File: config.mk
export PLATFORM = sky130hd
export DESIGN_NAME = text_line_justifier_unit
export DESIGN_NICKNAME = d
export VERILOG_FILES = /design/src/hdl/tlj_pkg.sv /design/src/hdl/tlj_ram.sv /design/src/hdl/tlj_div.sv /design/src/hdl/text_line_justifier_unit.sv
export SDC_FILE = /design/constraint.sdc
export NUM_CORES = 2
export LEC_CHECK = 0
export BUFFER_PORTS_ARGS = -buffer_cell sky130_fd_sc_hd__buf_2
export CORE_UTILIZATION = 50
export CTS_CLUSTER_SIZE = 10
export DETAILED_ROUTE_END_ITERATION = 10
export HOLD_SLACK_MARGIN = 0.06
export PLACE_DENSITY = 0.68
export SETUP_SLACK_MARGIN = 0.4
export SYNTH_ARGS = -nofsm -noshare
export SYNTH_HDL_FRONTEND = slang
export SYNTH_HIERARCHICAL = 1
export SYNTH_SLANG_ARGS = --single-unit
File: constraint.sdc
create_clock -name clk -period 4.52 [get_ports clk]
set_input_delay 0 -clock clk [delete_from_list [all_inputs] [get_ports clk]]
set_output_delay 0 -clock clk [all_outputs]
set_load 0.02 [all_outputs]
File: src/hdl/tlj_pkg.sv
// Shared constants, widths and the width helper function of the text line justifier.
package tlj_pkg;

  localparam int MAX_LINE  = 64;
  localparam int MAX_WORDS = 32;
  localparam int LINE_AW   = $clog2(MAX_LINE);
  localparam int WORD_AW   = $clog2(MAX_WORDS);
  localparam int CHAR_W    = 8;
  localparam int LEN_W     = 7;
  localparam int CNT_W     = WORD_AW + 1;

  localparam logic [CHAR_W-1:0] SPACE_CHAR  = 8'd32;
  localparam logic [LEN_W-1:0]  WIDTH_RESET = 7'd50;

  // Width in use: zero reads as one, anything above the store depth as the depth.
  function automatic logic [LEN_W-1:0] eff_width(input logic [LEN_W-1:0] cfg);
    logic [LEN_W-1:0] w;
    w = cfg;
    if (w == '0) w = LEN_W'(1);
    if (w > LEN_W'(MAX_LINE)) w = LEN_W'(MAX_LINE);
    return w;
  endfunction

endpackage

File: src/hdl/tlj_ram.sv
// Generic simple dual-port synchronous RAM with a registered read port.
module tlj_ram #(
  parameter int DEPTH = 64,
  parameter int WIDTH = 8,
  parameter int AW    = $clog2(DEPTH)
) (
  input  logic             clk,
  input  logic             wr_en,
  input  logic [AW-1:0]    wr_addr,
  input  logic [WIDTH-1:0] wr_data,
  input  logic             rd_en,
  input  logic [AW-1:0]    rd_addr,
  output logic [WIDTH-1:0] rd_data
);

  logic [WIDTH-1:0] mem [DEPTH];

  // Write port.
  always_ff @(posedge clk) begin
    if (wr_en) mem[wr_addr] <= wr_data;
  end

  // Read port; data holds until the next read.
  always_ff @(posedge clk) begin
    if (rd_en) rd_data <= mem[rd_addr];
  end

endmodule

File: src/hdl/tlj_div.sv
// Restoring divider for the gap spacing: one quotient bit per cycle.
module tlj_div
  import tlj_pkg::*;
(
  input  logic             clk,
  input  logic             rst_n,
  input  logic             start,
  input  logic [LEN_W-1:0] dividend,
  input  logic [CNT_W-1:0] divisor,
  output logic             done,
  output logic [LEN_W-1:0] quotient,
  output logic [CNT_W-1:0] remainder
);

  localparam int STEP_W = $clog2(LEN_W + 1);

  logic [LEN_W-1:0]  acc_r, acc_nxt;
  logic [LEN_W-1:0]  q_r, q_nxt;
  logic [CNT_W-1:0]  dv_r, dv_nxt;
  logic [STEP_W-1:0] cnt_r, cnt_nxt;
  logic              busy_r, busy_nxt;
  logic              done_r, done_nxt;
  logic [LEN_W-1:0]  sh;
  logic              ge;

  // One shift-and-subtract step per cycle.
  always_comb begin
    acc_nxt  = acc_r;
    q_nxt    = q_r;
    dv_nxt   = dv_r;
    cnt_nxt  = cnt_r;
    busy_nxt = busy_r;
    done_nxt = 1'b0;
    sh       = {acc_r[LEN_W-2:0], q_r[LEN_W-1]};
    ge       = sh >= LEN_W'(dv_r);
    if (start) begin
      acc_nxt  = '0;
      q_nxt    = dividend;
      dv_nxt   = divisor;
      cnt_nxt  = STEP_W'(LEN_W);
      busy_nxt = 1'b1;
    end else if (busy_r) begin
      acc_nxt = ge ? sh - LEN_W'(dv_r) : sh;
      q_nxt   = {q_r[LEN_W-2:0], ge};
      cnt_nxt = cnt_r - STEP_W'(1);
      if (cnt_r == STEP_W'(1)) begin
        busy_nxt = 1'b0;
        done_nxt = 1'b1;
      end
    end
  end

  always_ff @(posedge clk) begin
    if (!rst_n) begin
      busy_r <= 1'b0;
      done_r <= 1'b0;
      cnt_r  <= '0;
    end else begin
      busy_r <= busy_nxt;
      done_r <= done_nxt;
      cnt_r  <= cnt_nxt;
    end
    acc_r <= acc_nxt;
    q_r   <= q_nxt;
    dv_r  <= dv_nxt;
  end

  assign done      = done_r;
  assign quotient  = q_r;
  assign remainder = acc_r[CNT_W-1:0];

endmodule

File: src/hdl/text_line_justifier_unit.sv
// Top level of the text line justifier: request control, word buffering and line emission.
//
// Characters enter one request at a time. Each character is appended to the word
// in the partial-word RAM, up to the line width; a word end then copies the word
// into the line RAM, reading and then writing each letter, and records its length.
// Emitting a line takes a setup (with a run of the serial divider when the gaps
// must be spread), then reads each letter from the line RAM before sending it,
// sends each space directly and fetches the length of each further word, each
// output also waiting on out_stall; a line is always exactly the effective line
// width results long. While a line is being emitted no new character is taken.
// The three stores are RAMs with a registered read port; their reads add a step per letter.
module text_line_justifier_unit
  import tlj_pkg::*;
(
  input  logic              clk,
  input  logic              rst_n,
  input  logic              in_valid,
  output logic              in_stall,
  input  logic [CHAR_W-1:0] in_char_in,
  input  logic              in_word_end,
  input  logic              in_text_end,
  output logic              out_valid,
  input  logic              out_stall,
  output logic [CHAR_W-1:0] out_char_out,
  output logic              out_line_last,
  output logic              out_word_truncated,
  input  logic              cfg_valid,
  output logic              cfg_ready,
  input  logic [LEN_W-1:0]  cfg_line_width
);

  typedef enum logic [3:0] {
    S_IDLE, S_APPEND, S_WORD, S_CPRD, S_CPWR, S_CPFIN,
    E_START, E_DIV, E_LEN, E_LENW, E_GAP, E_RD, E_CH, E_PAD
  } state_t;

  state_t             state_r, state_nxt, ret_r, ret_nxt;
  logic [LEN_W-1:0]   width_r, width_nxt;
  logic [CNT_W-1:0]   n_r, n_nxt;
  logic [LEN_W-1:0]   chars_r, chars_nxt;
  logic [LEN_W-1:0]   letters_r, letters_nxt;
  logic               trunc_r, trunc_nxt;
  logic [LEN_W-1:0]   plen_r, plen_nxt;
  logic               pcut_r, pcut_nxt;
  logic               held_r, held_nxt;
  logic               emitted_r, emitted_nxt;
  logic [CHAR_W-1:0]  c_r, c_nxt;
  logic               we_r, we_nxt;
  logic               te_r, te_nxt;
  logic [LINE_AW-1:0] ci_r, ci_nxt;
  logic [WORD_AW-1:0] wi_r, wi_nxt;
  logic [LINE_AW-1:0] src_r, src_nxt;
  logic [LINE_AW-1:0] pos_r, pos_nxt;
  logic [LEN_W-1:0]   gap_r, gap_nxt;
  logic [LEN_W-1:0]   wrem_r, wrem_nxt;
  logic [LEN_W-1:0]   base_r, base_nxt;
  logic [CNT_W-1:0]   extra_r, extra_nxt;
  logic               flag_r, flag_nxt;
  logic               ov_r, ov_nxt;
  logic [CHAR_W-1:0]  och_r, och_nxt;
  logic               olast_r, olast_nxt;
  logic               otr_r, otr_nxt;

  // RAM ports.
  logic               pw_we, pw_re, ls_we, ls_re, wl_we, wl_re;
  logic [LINE_AW-1:0] pw_waddr, pw_raddr, ls_waddr, ls_raddr;
  logic [WORD_AW-1:0] wl_waddr, wl_raddr;
  logic [CHAR_W-1:0]  pw_wdata, pw_rdata, ls_wdata, ls_rdata;
  logic [LEN_W-1:0]   wl_wdata, wl_rdata;

  // Divider ports.
  logic               div_start, div_done;
  logic [LEN_W-1:0]   div_dividend, div_q;
  logic [CNT_W-1:0]   div_divisor, div_rem;

  logic [LEN_W-1:0]   w;
  logic [LEN_W-1:0]   plen_c;
  logic [LEN_W-1:0]   plen_new;
  logic [LEN_W:0]     need;
  logic               slot_free;
  logic               at_last;
  logic               over;

  tlj_ram #(.DEPTH(MAX_LINE), .WIDTH(CHAR_W)) u_partial (
    .clk(clk), .wr_en(pw_we), .wr_addr(pw_waddr), .wr_data(pw_wdata),
    .rd_en(pw_re), .rd_addr(pw_raddr), .rd_data(pw_rdata)
  );

  tlj_ram #(.DEPTH(MAX_LINE), .WIDTH(CHAR_W)) u_line (
    .clk(clk), .wr_en(ls_we), .wr_addr(ls_waddr), .wr_data(ls_wdata),
    .rd_en(ls_re), .rd_addr(ls_raddr), .rd_data(ls_rdata)
  );

  tlj_ram #(.DEPTH(MAX_WORDS), .WIDTH(LEN_W)) u_wlen (
    .clk(clk), .wr_en(wl_we), .wr_addr(wl_waddr), .wr_data(wl_wdata),
    .rd_en(wl_re), .rd_addr(wl_raddr), .rd_data(wl_rdata)
  );

  tlj_div u_div (
    .clk(clk), .rst_n(rst_n), .start(div_start),
    .dividend(div_dividend), .divisor(div_divisor),
    .done(div_done), .quotient(div_q), .remainder(div_rem)
  );

  assign w         = eff_width(width_r);
  assign plen_c    = (plen_r > w) ? w : plen_r;
  assign slot_free = !ov_r || !out_stall;
  assign at_last   = ((LEN_W'(pos_r) + LEN_W'(1)) == w);
  assign over      = chars_r > w;

  assign in_stall           = (state_r != S_IDLE);
  assign cfg_ready          = 1'b1;
  assign out_valid          = ov_r;
  assign out_char_out       = och_r;
  assign out_line_last      = olast_r;
  assign out_word_truncated = otr_r;

  // Main sequencer: append, copy a finished word, and emit lines.
  always_comb begin
    state_nxt   = state_r;
    ret_nxt     = ret_r;
    width_nxt   = width_r;
    n_nxt       = n_r;
    chars_nxt   = chars_r;
    letters_nxt = letters_r;
    trunc_nxt   = trunc_r;
    plen_nxt    = plen_r;
    pcut_nxt    = pcut_r;
    held_nxt    = held_r;
    emitted_nxt = emitted_r;
    c_nxt       = c_r;
    we_nxt      = we_r;
    te_nxt      = te_r;
    ci_nxt      = ci_r;
    wi_nxt      = wi_r;
    src_nxt     = src_r;
    pos_nxt     = pos_r;
    gap_nxt     = gap_r;
    wrem_nxt    = wrem_r;
    base_nxt    = base_r;
    extra_nxt   = extra_r;
    flag_nxt    = flag_r;
    ov_nxt      = ov_r && out_stall;
    och_nxt     = och_r;
    olast_nxt   = olast_r;
    otr_nxt     = otr_r;

    pw_we    = 1'b0;
    pw_waddr = plen_r[LINE_AW-1:0];
    pw_wdata = c_r;
    pw_re    = 1'b0;
    pw_raddr = ci_r;
    ls_we    = 1'b0;
    ls_waddr = LINE_AW'(letters_r + LEN_W'(ci_r));
    ls_wdata = pw_rdata;
    ls_re    = 1'b0;
    ls_raddr = src_r;
    wl_we    = 1'b0;
    wl_waddr = n_r[WORD_AW-1:0];
    wl_wdata = plen_c;
    wl_re    = 1'b0;
    wl_raddr = wi_r;

    div_start    = 1'b0;
    div_dividend = w - letters_r;
    div_divisor  = n_r - CNT_W'(1);

    plen_new = (plen_r < w) ? plen_r + LEN_W'(1) : plen_r;
    need     = {1'b0, chars_r} + (LEN_W+1)'(1) + {1'b0, plen_new};

    if (cfg_valid) width_nxt = cfg_line_width;

    unique case (state_r)
      S_IDLE: begin
        if (in_valid) begin
          c_nxt       = in_char_in;
          we_nxt      = in_word_end;
          te_nxt      = in_text_end;
          emitted_nxt = held_r;
          if (held_r) begin
            held_nxt  = 1'b0;
            ret_nxt   = S_APPEND;
            state_nxt = E_START;
          end else begin
            state_nxt = S_APPEND;
          end
        end
      end
      // Add the character to the word being received, then check for overflow.
      S_APPEND: begin
        if (plen_r < w) begin
          pw_we = 1'b1;
          plen_nxt = plen_new;
        end else begin
          pcut_nxt = 1'b1;
        end
        if (n_r != '0 && (need > (LEN_W+1)'(w) || n_r >= CNT_W'(MAX_WORDS))) begin
          emitted_nxt = 1'b1;
          ret_nxt     = S_WORD;
          state_nxt   = E_START;
        end else begin
          state_nxt = S_WORD;
        end
      end
      S_WORD: begin
        ci_nxt    = '0;
        state_nxt = (we_r || te_r) ? S_CPRD : S_IDLE;
      end
      // Copy the finished word into the line store, reading and then writing each letter.
      S_CPRD: begin
        pw_re     = 1'b1;
        state_nxt = S_CPWR;
      end
      S_CPWR: begin
        ls_we = 1'b1;
        if ((LEN_W'(ci_r) + LEN_W'(1)) < plen_c) begin
          ci_nxt    = ci_r + LINE_AW'(1);
          state_nxt = S_CPRD;
        end else begin
          state_nxt = S_CPFIN;
        end
      end
      S_CPFIN: begin
        wl_we       = 1'b1;
        chars_nxt   = chars_r + plen_c + ((n_r != '0) ? LEN_W'(1) : LEN_W'(0));
        letters_nxt = letters_r + plen_c;
        n_nxt       = n_r + CNT_W'(1);
        trunc_nxt   = trunc_r || pcut_r || (plen_r > w);
        pcut_nxt    = 1'b0;
        plen_nxt    = '0;
        if (te_r) begin
          if (emitted_r) begin
            held_nxt  = 1'b1;
            state_nxt = S_IDLE;
          end else begin
            ret_nxt   = S_IDLE;
            state_nxt = E_START;
          end
        end else begin
          state_nxt = S_IDLE;
        end
      end
      // Line emission setup: gaps even to within one space unless the words overflow.
      E_START: begin
        wi_nxt   = '0;
        src_nxt  = '0;
        pos_nxt  = '0;
        flag_nxt = trunc_r || over;
        base_nxt  = LEN_W'(1);
        extra_nxt = '0;
        if (n_r == '0) begin
          state_nxt = ret_r;
        end else if (!over && n_r > CNT_W'(1)) begin
          div_start = 1'b1;
          state_nxt = E_DIV;
        end else begin
          state_nxt = E_LEN;
        end
      end
      E_DIV: begin
        if (div_done) begin
          base_nxt  = div_q;
          extra_nxt = div_rem;
          state_nxt = E_LEN;
        end
      end
      E_LEN: begin
        wl_re     = 1'b1;
        state_nxt = E_LENW;
      end
      E_LENW: begin
        wrem_nxt = wl_rdata;
        if (wi_r == '0) begin
          state_nxt = E_RD;
        end else begin
          gap_nxt = base_r +
                    ((CNT_W'(wi_r - WORD_AW'(1)) < extra_r) ? LEN_W'(1) : LEN_W'(0));
          state_nxt = E_GAP;
        end
      end
      // Gap spaces before a word.
      E_GAP: begin
        if (slot_free) begin
          ov_nxt    = 1'b1;
          och_nxt   = SPACE_CHAR;
          olast_nxt = at_last;
          otr_nxt   = flag_r;
          pos_nxt   = pos_r + LINE_AW'(1);
          gap_nxt   = gap_r - LEN_W'(1);
          if (at_last) state_nxt = ret_r;
          else if (gap_r == LEN_W'(1)) state_nxt = E_RD;
        end
      end
      E_RD: begin
        ls_re     = 1'b1;
        state_nxt = E_CH;
      end
      // One letter of the current word.
      E_CH: begin
        if (slot_free) begin
          ov_nxt    = 1'b1;
          och_nxt   = ls_rdata;
          olast_nxt = at_last;
          otr_nxt   = flag_r;
          pos_nxt   = pos_r + LINE_AW'(1);
          src_nxt   = src_r + LINE_AW'(1);
          wrem_nxt  = wrem_r - LEN_W'(1);
          if (at_last) begin
            state_nxt = ret_r;
          end else if (wrem_r != LEN_W'(1)) begin
            state_nxt = E_RD;
          end else if ((CNT_W'(wi_r) + CNT_W'(1)) < n_r) begin
            wi_nxt    = wi_r + WORD_AW'(1);
            state_nxt = E_LEN;
          end else begin
            state_nxt = E_PAD;
          end
        end
      end
      // Right padding after the last word.
      E_PAD: begin
        if (slot_free) begin
          ov_nxt    = 1'b1;
          och_nxt   = SPACE_CHAR;
          olast_nxt = at_last;
          otr_nxt   = flag_r;
          pos_nxt   = pos_r + LINE_AW'(1);
          if (at_last) state_nxt = ret_r;
        end
      end
      default: state_nxt = S_IDLE;
    endcase

    // A finished or empty line clears the pending-line bookkeeping.
    if (state_r != state_nxt && state_nxt == ret_r &&
        (state_r == E_START || state_r == E_GAP || state_r == E_CH ||
         state_r == E_PAD)) begin
      n_nxt       = '0;
      chars_nxt   = '0;
      letters_nxt = '0;
      trunc_nxt   = 1'b0;
    end
  end

  always_ff @(posedge clk) begin
    if (!rst_n) begin
      state_r   <= S_IDLE;
      ret_r     <= S_IDLE;
      width_r   <= WIDTH_RESET;
      n_r       <= '0;
      chars_r   <= '0;
      letters_r <= '0;
      trunc_r   <= 1'b0;
      plen_r    <= '0;
      pcut_r    <= 1'b0;
      held_r    <= 1'b0;
      emitted_r <= 1'b0;
      ov_r      <= 1'b0;
    end else begin
      state_r   <= state_nxt;
      ret_r     <= ret_nxt;
      width_r   <= width_nxt;
      n_r       <= n_nxt;
      chars_r   <= chars_nxt;
      letters_r <= letters_nxt;
      trunc_r   <= trunc_nxt;
      plen_r    <= plen_nxt;
      pcut_r    <= pcut_nxt;
      held_r    <= held_nxt;
      emitted_r <= emitted_nxt;
      ov_r      <= ov_nxt;
    end
    c_r     <= c_nxt;
    we_r    <= we_nxt;
    te_r    <= te_nxt;
    ci_r    <= ci_nxt;
    wi_r    <= wi_nxt;
    src_r   <= src_nxt;
    pos_r   <= pos_nxt;
    gap_r   <= gap_nxt;
    wrem_r  <= wrem_nxt;
    base_r  <= base_nxt;
    extra_r <= extra_nxt;
    flag_r  <= flag_nxt;
    och_r   <= och_nxt;
    olast_r <= olast_nxt;
    otr_r   <= otr_nxt;
  end

endmodule
==> impl_results.md <==
* Full die area at between 0.1 and 0.15 mm^2
* Chip height at 345 um
* Final setup vio count at 21
* VDD IR max at 0.000468 V
* Peak Freq at 218 MHz
* Outcome: finished with violations
* Via count at between 30000 and 40000
* Post-Place Cells at 4882
* GRT Total Usage at 22.5%
* Initial antenna violation count at 2
* Failing checks: negative setup slack
* Static Leak at between 20 and 25 nW
* # IOs at 35
* Yosys warns at 6
* CTS H-tree lvls at 4
* Max_slew headroom at 24.7%
* Crit path kind: flop to flop
* Number of global-route vias before repair at 31400
* Gpl congestion at 0.886
* Yosys reg bits at ~1400
* Routed WL at 131 mm
* Clk slew on worst S/H paths at ~0.06 ns
* DRT iter0 DRCs at 3133
* RSZ-0062 raised after global routing: yes
* Sequential area share after synthesis at 71.3%
* Clock Sinks at 1411
* Post-synth ARST share at 0%
* Port-buffer cells at 33
* Layout Skew at 0.0566 ns
* Syn-to-layout area delta at 13.9%
* Clk Tree Root Cell: clkbuf_16
* GRT Residual Overflow at 0
* Antenna-violating nets left at 0
* DRC at 0
* Largest net degree at the start of global routing at 101
* Final cell count without fillers at 5156
* Placed instance area at 0.0616 mm^2
* Post-synth EDFFs at 1355
* Critical Path Fanout Max at 4
* Die W at between 300 and 400 um
* Fraction of layout cells with a size suffix above 1 at 22.9%
* Via density at 6.02
* Pwr dens at around 450 mW/mm^2
* Placement Rows at 125
* CTS tree: done
* Max_cap viols at 0
* Worst-margin pin slew at 1.13 ns
* Critical Path RT at just over 5 ns
* Core area at 0.116 mm^2
* Final Worst Setup Slack at -0.0713 ns
* Wire per inst at 25.4 um
* 1st-pass router iterations at 5
* Arrival time worst endpoint at 5.20 ns
* HP Class: primary input to flop
* Starting Density at 50.5%
* Final hold vios at 0
* Mapped Area at around 0.059 mm^2
* Nets at ~3700
* CP startpoint kind: flop
* Tcrit/Tclk final at 102%
* Worst setup EP type: flop
* Post-route cell area at 0.0668 mm^2
* Minimum clock period after layout at 4.59 ns
* CTS buffer count at 162
* Slew Viols, Final at 0
* Most common cell after layout, fill and taps aside: edfxtp_1
* Syn nets at 3391
* Setup TNS at -0.667 ns
* Clk buf depth at 3
* Mapped Cells at roughly 3300
* Number of distinct library cells after synthesis at 76
* Ys flop type: edfxtp_1
* Setup WS pre-CTS at -0.137 ns
* First-pass GRT wire length at just under 200 mm
* Most frequent cells in the layout: edfxtp_1, mux4_2, nor2_1, buf_4, clkbuf_16
* Worst-Skew Late Latency at 0.77 ns
* HPWL after detailed placement at 82.5 mm
* Syn_area_per_cell at between 15 and 20 um^2
* FILL cells at 8593
cell usage after synthesis, drive strengths merged (18+ instances only):
library cell / count / share of area (%)
buf: 87 / 1.1
o22ai: 34 / 0.36
nor2: 285 / 1.8
inv: 76 / 0.49
mux2: 30 / 0.58
dfxtp: 56 / 1.9
clkbuf: 68 / 0.44
nor2b: 47 / 0.50
a21oi: 66 / 0.57
ha: 91 / 1.9
and2: 28 / 0.30
mux4: 320 / 12
nor3: 35 / 0.30
edfxtp: 1355 / 69
nand2b: 26 / 0.28
nand3: 69 / 0.59
nand2: 128 / 0.82
o21ai: 56 / 0.48
xnor2: 47 / 0.70
mux2i: 55 / 0.94
nand3b: 18 / 0.23
xor2: 27 / 0.40
and3: 19 / 0.20
cell families (layout without fill, tap and decap cells):
group,count (synthesis),count (layout),synth area share (%)
flops,1411,1411,71.3
simple gates,720,720,5.80
mux,405,405,13.8
compound gates,328,328,3.81
buf+inv,234,593,2.02
fa+ha+maj,98,98,2.18
xor+xnor,74,74,1.10
other cells,1,3,0.00639
stage by stage:
step	total power, mW	util [%]	hold slack (ns)
6_report	30.1	57.5	0.253
5_1_grt	31.0	57.5	0.236
4_1_cts	30.3	57.5	0.175
3_5_place_dp	18.6	53.0	0.181
3_3_place_gp	18.5	53.0	0.183
2_1_floorplan	17.4	-	0.0989
where the power goes:
part | internal (mW) | switching, mW
Combinational | 1.28 | 2.14
Clock | 6.77 | 4.97
Sequential | 14.8 | 0.121
Total | 22.9 | 7.24
repair_timing:
item	4_1_cts	5_1_grt
setup buffers	2	2
gates resized for setup	1	10
hold endpoints to repair	62	0
pin swaps	9	5
setup endpoints to repair	25	31
hold buffers	45	0
metal layers:
| layer | vias to the layer above | routed length, um | global-route usage, % |
|---|---|---|---|
| li1 | 13600 | - | - |
| met1 | 16100 | 56500 | 32.8 |
| met2 | 1179 | 61800 | 35.0 |
| met3 | 187 | 9690 | 3.96 |
| met4 | 2 | 2820 | 6.25 |
| met5 | - | 13 | 0 |
critical path, stage by stage (launching register included):
cell and delay (ns):
dfxtp_4 0.37, nor3_4 0.05, a21o_1 0.16, and2_4 0.15
ha_4 0.14, nand3b_1 0.19, a21oi_2 0.24, nor2_4 0.07
mux2_4 0.35, ha_4 0.24, nor2b_4 0.12, o31a_1 0.26
o31ai_2 0.20, xnor2_1 0.16, ha_1 0.28, nand4_1 0.11
o21bai_1 0.13, a32oi_1 0.12, o211ai_1 0.16, buf_4 0.16
nand4b_1 0.19, buf_4 0.20, o41a_1 0.39
layout make-up:
cell class	count	area [um^2]	share of cell area [%]
Sequential cell	1411	41800	62.6
Multi-Input combinational cell	1626	15800	23.7
Clock buffer	200	4250	6.36
Timing Repair Buffer	291	2320	3.47
Tap cell	1524	1910	2.85
Clock inverter	23	417	0.623
Inverter	79	299	0.447
Antenna cell	2	5.00	0.00749
final timing paths:
| path | from | to | slack [ns] | depth (start not counted) |
|---|---|---|---|---|
| setup / recovery | width_r[2] | state_r[2] | -0.07 | 22 |
| hold / removal | cfg_valid | width_r[1] | 0.25 | 3 |
| setup reg to reg | width_r[2] | state_r[2] | -0.07 | 22 |
| hold reg to reg | pcut_r | pcut_r | 0.46 | 2 |
flip-flops by register name, summed over array words and instances, names as in the netlist, 7 cells and up:
register           flops
u_line/mem           512
u_div/quotient         7
base_r                 7
plen_r                 7
u_wlen/mem           224
chars_r                7
width_r                7
u_partial/rd_data      8
u_wlen/rd_data         7
u_line/rd_data         8
c_r                    8
letters_r              7
gap_r                  7
wrem_r                 7
u_partial/mem        512
out_char_out           8
Power figures use the tool's default switching activity.
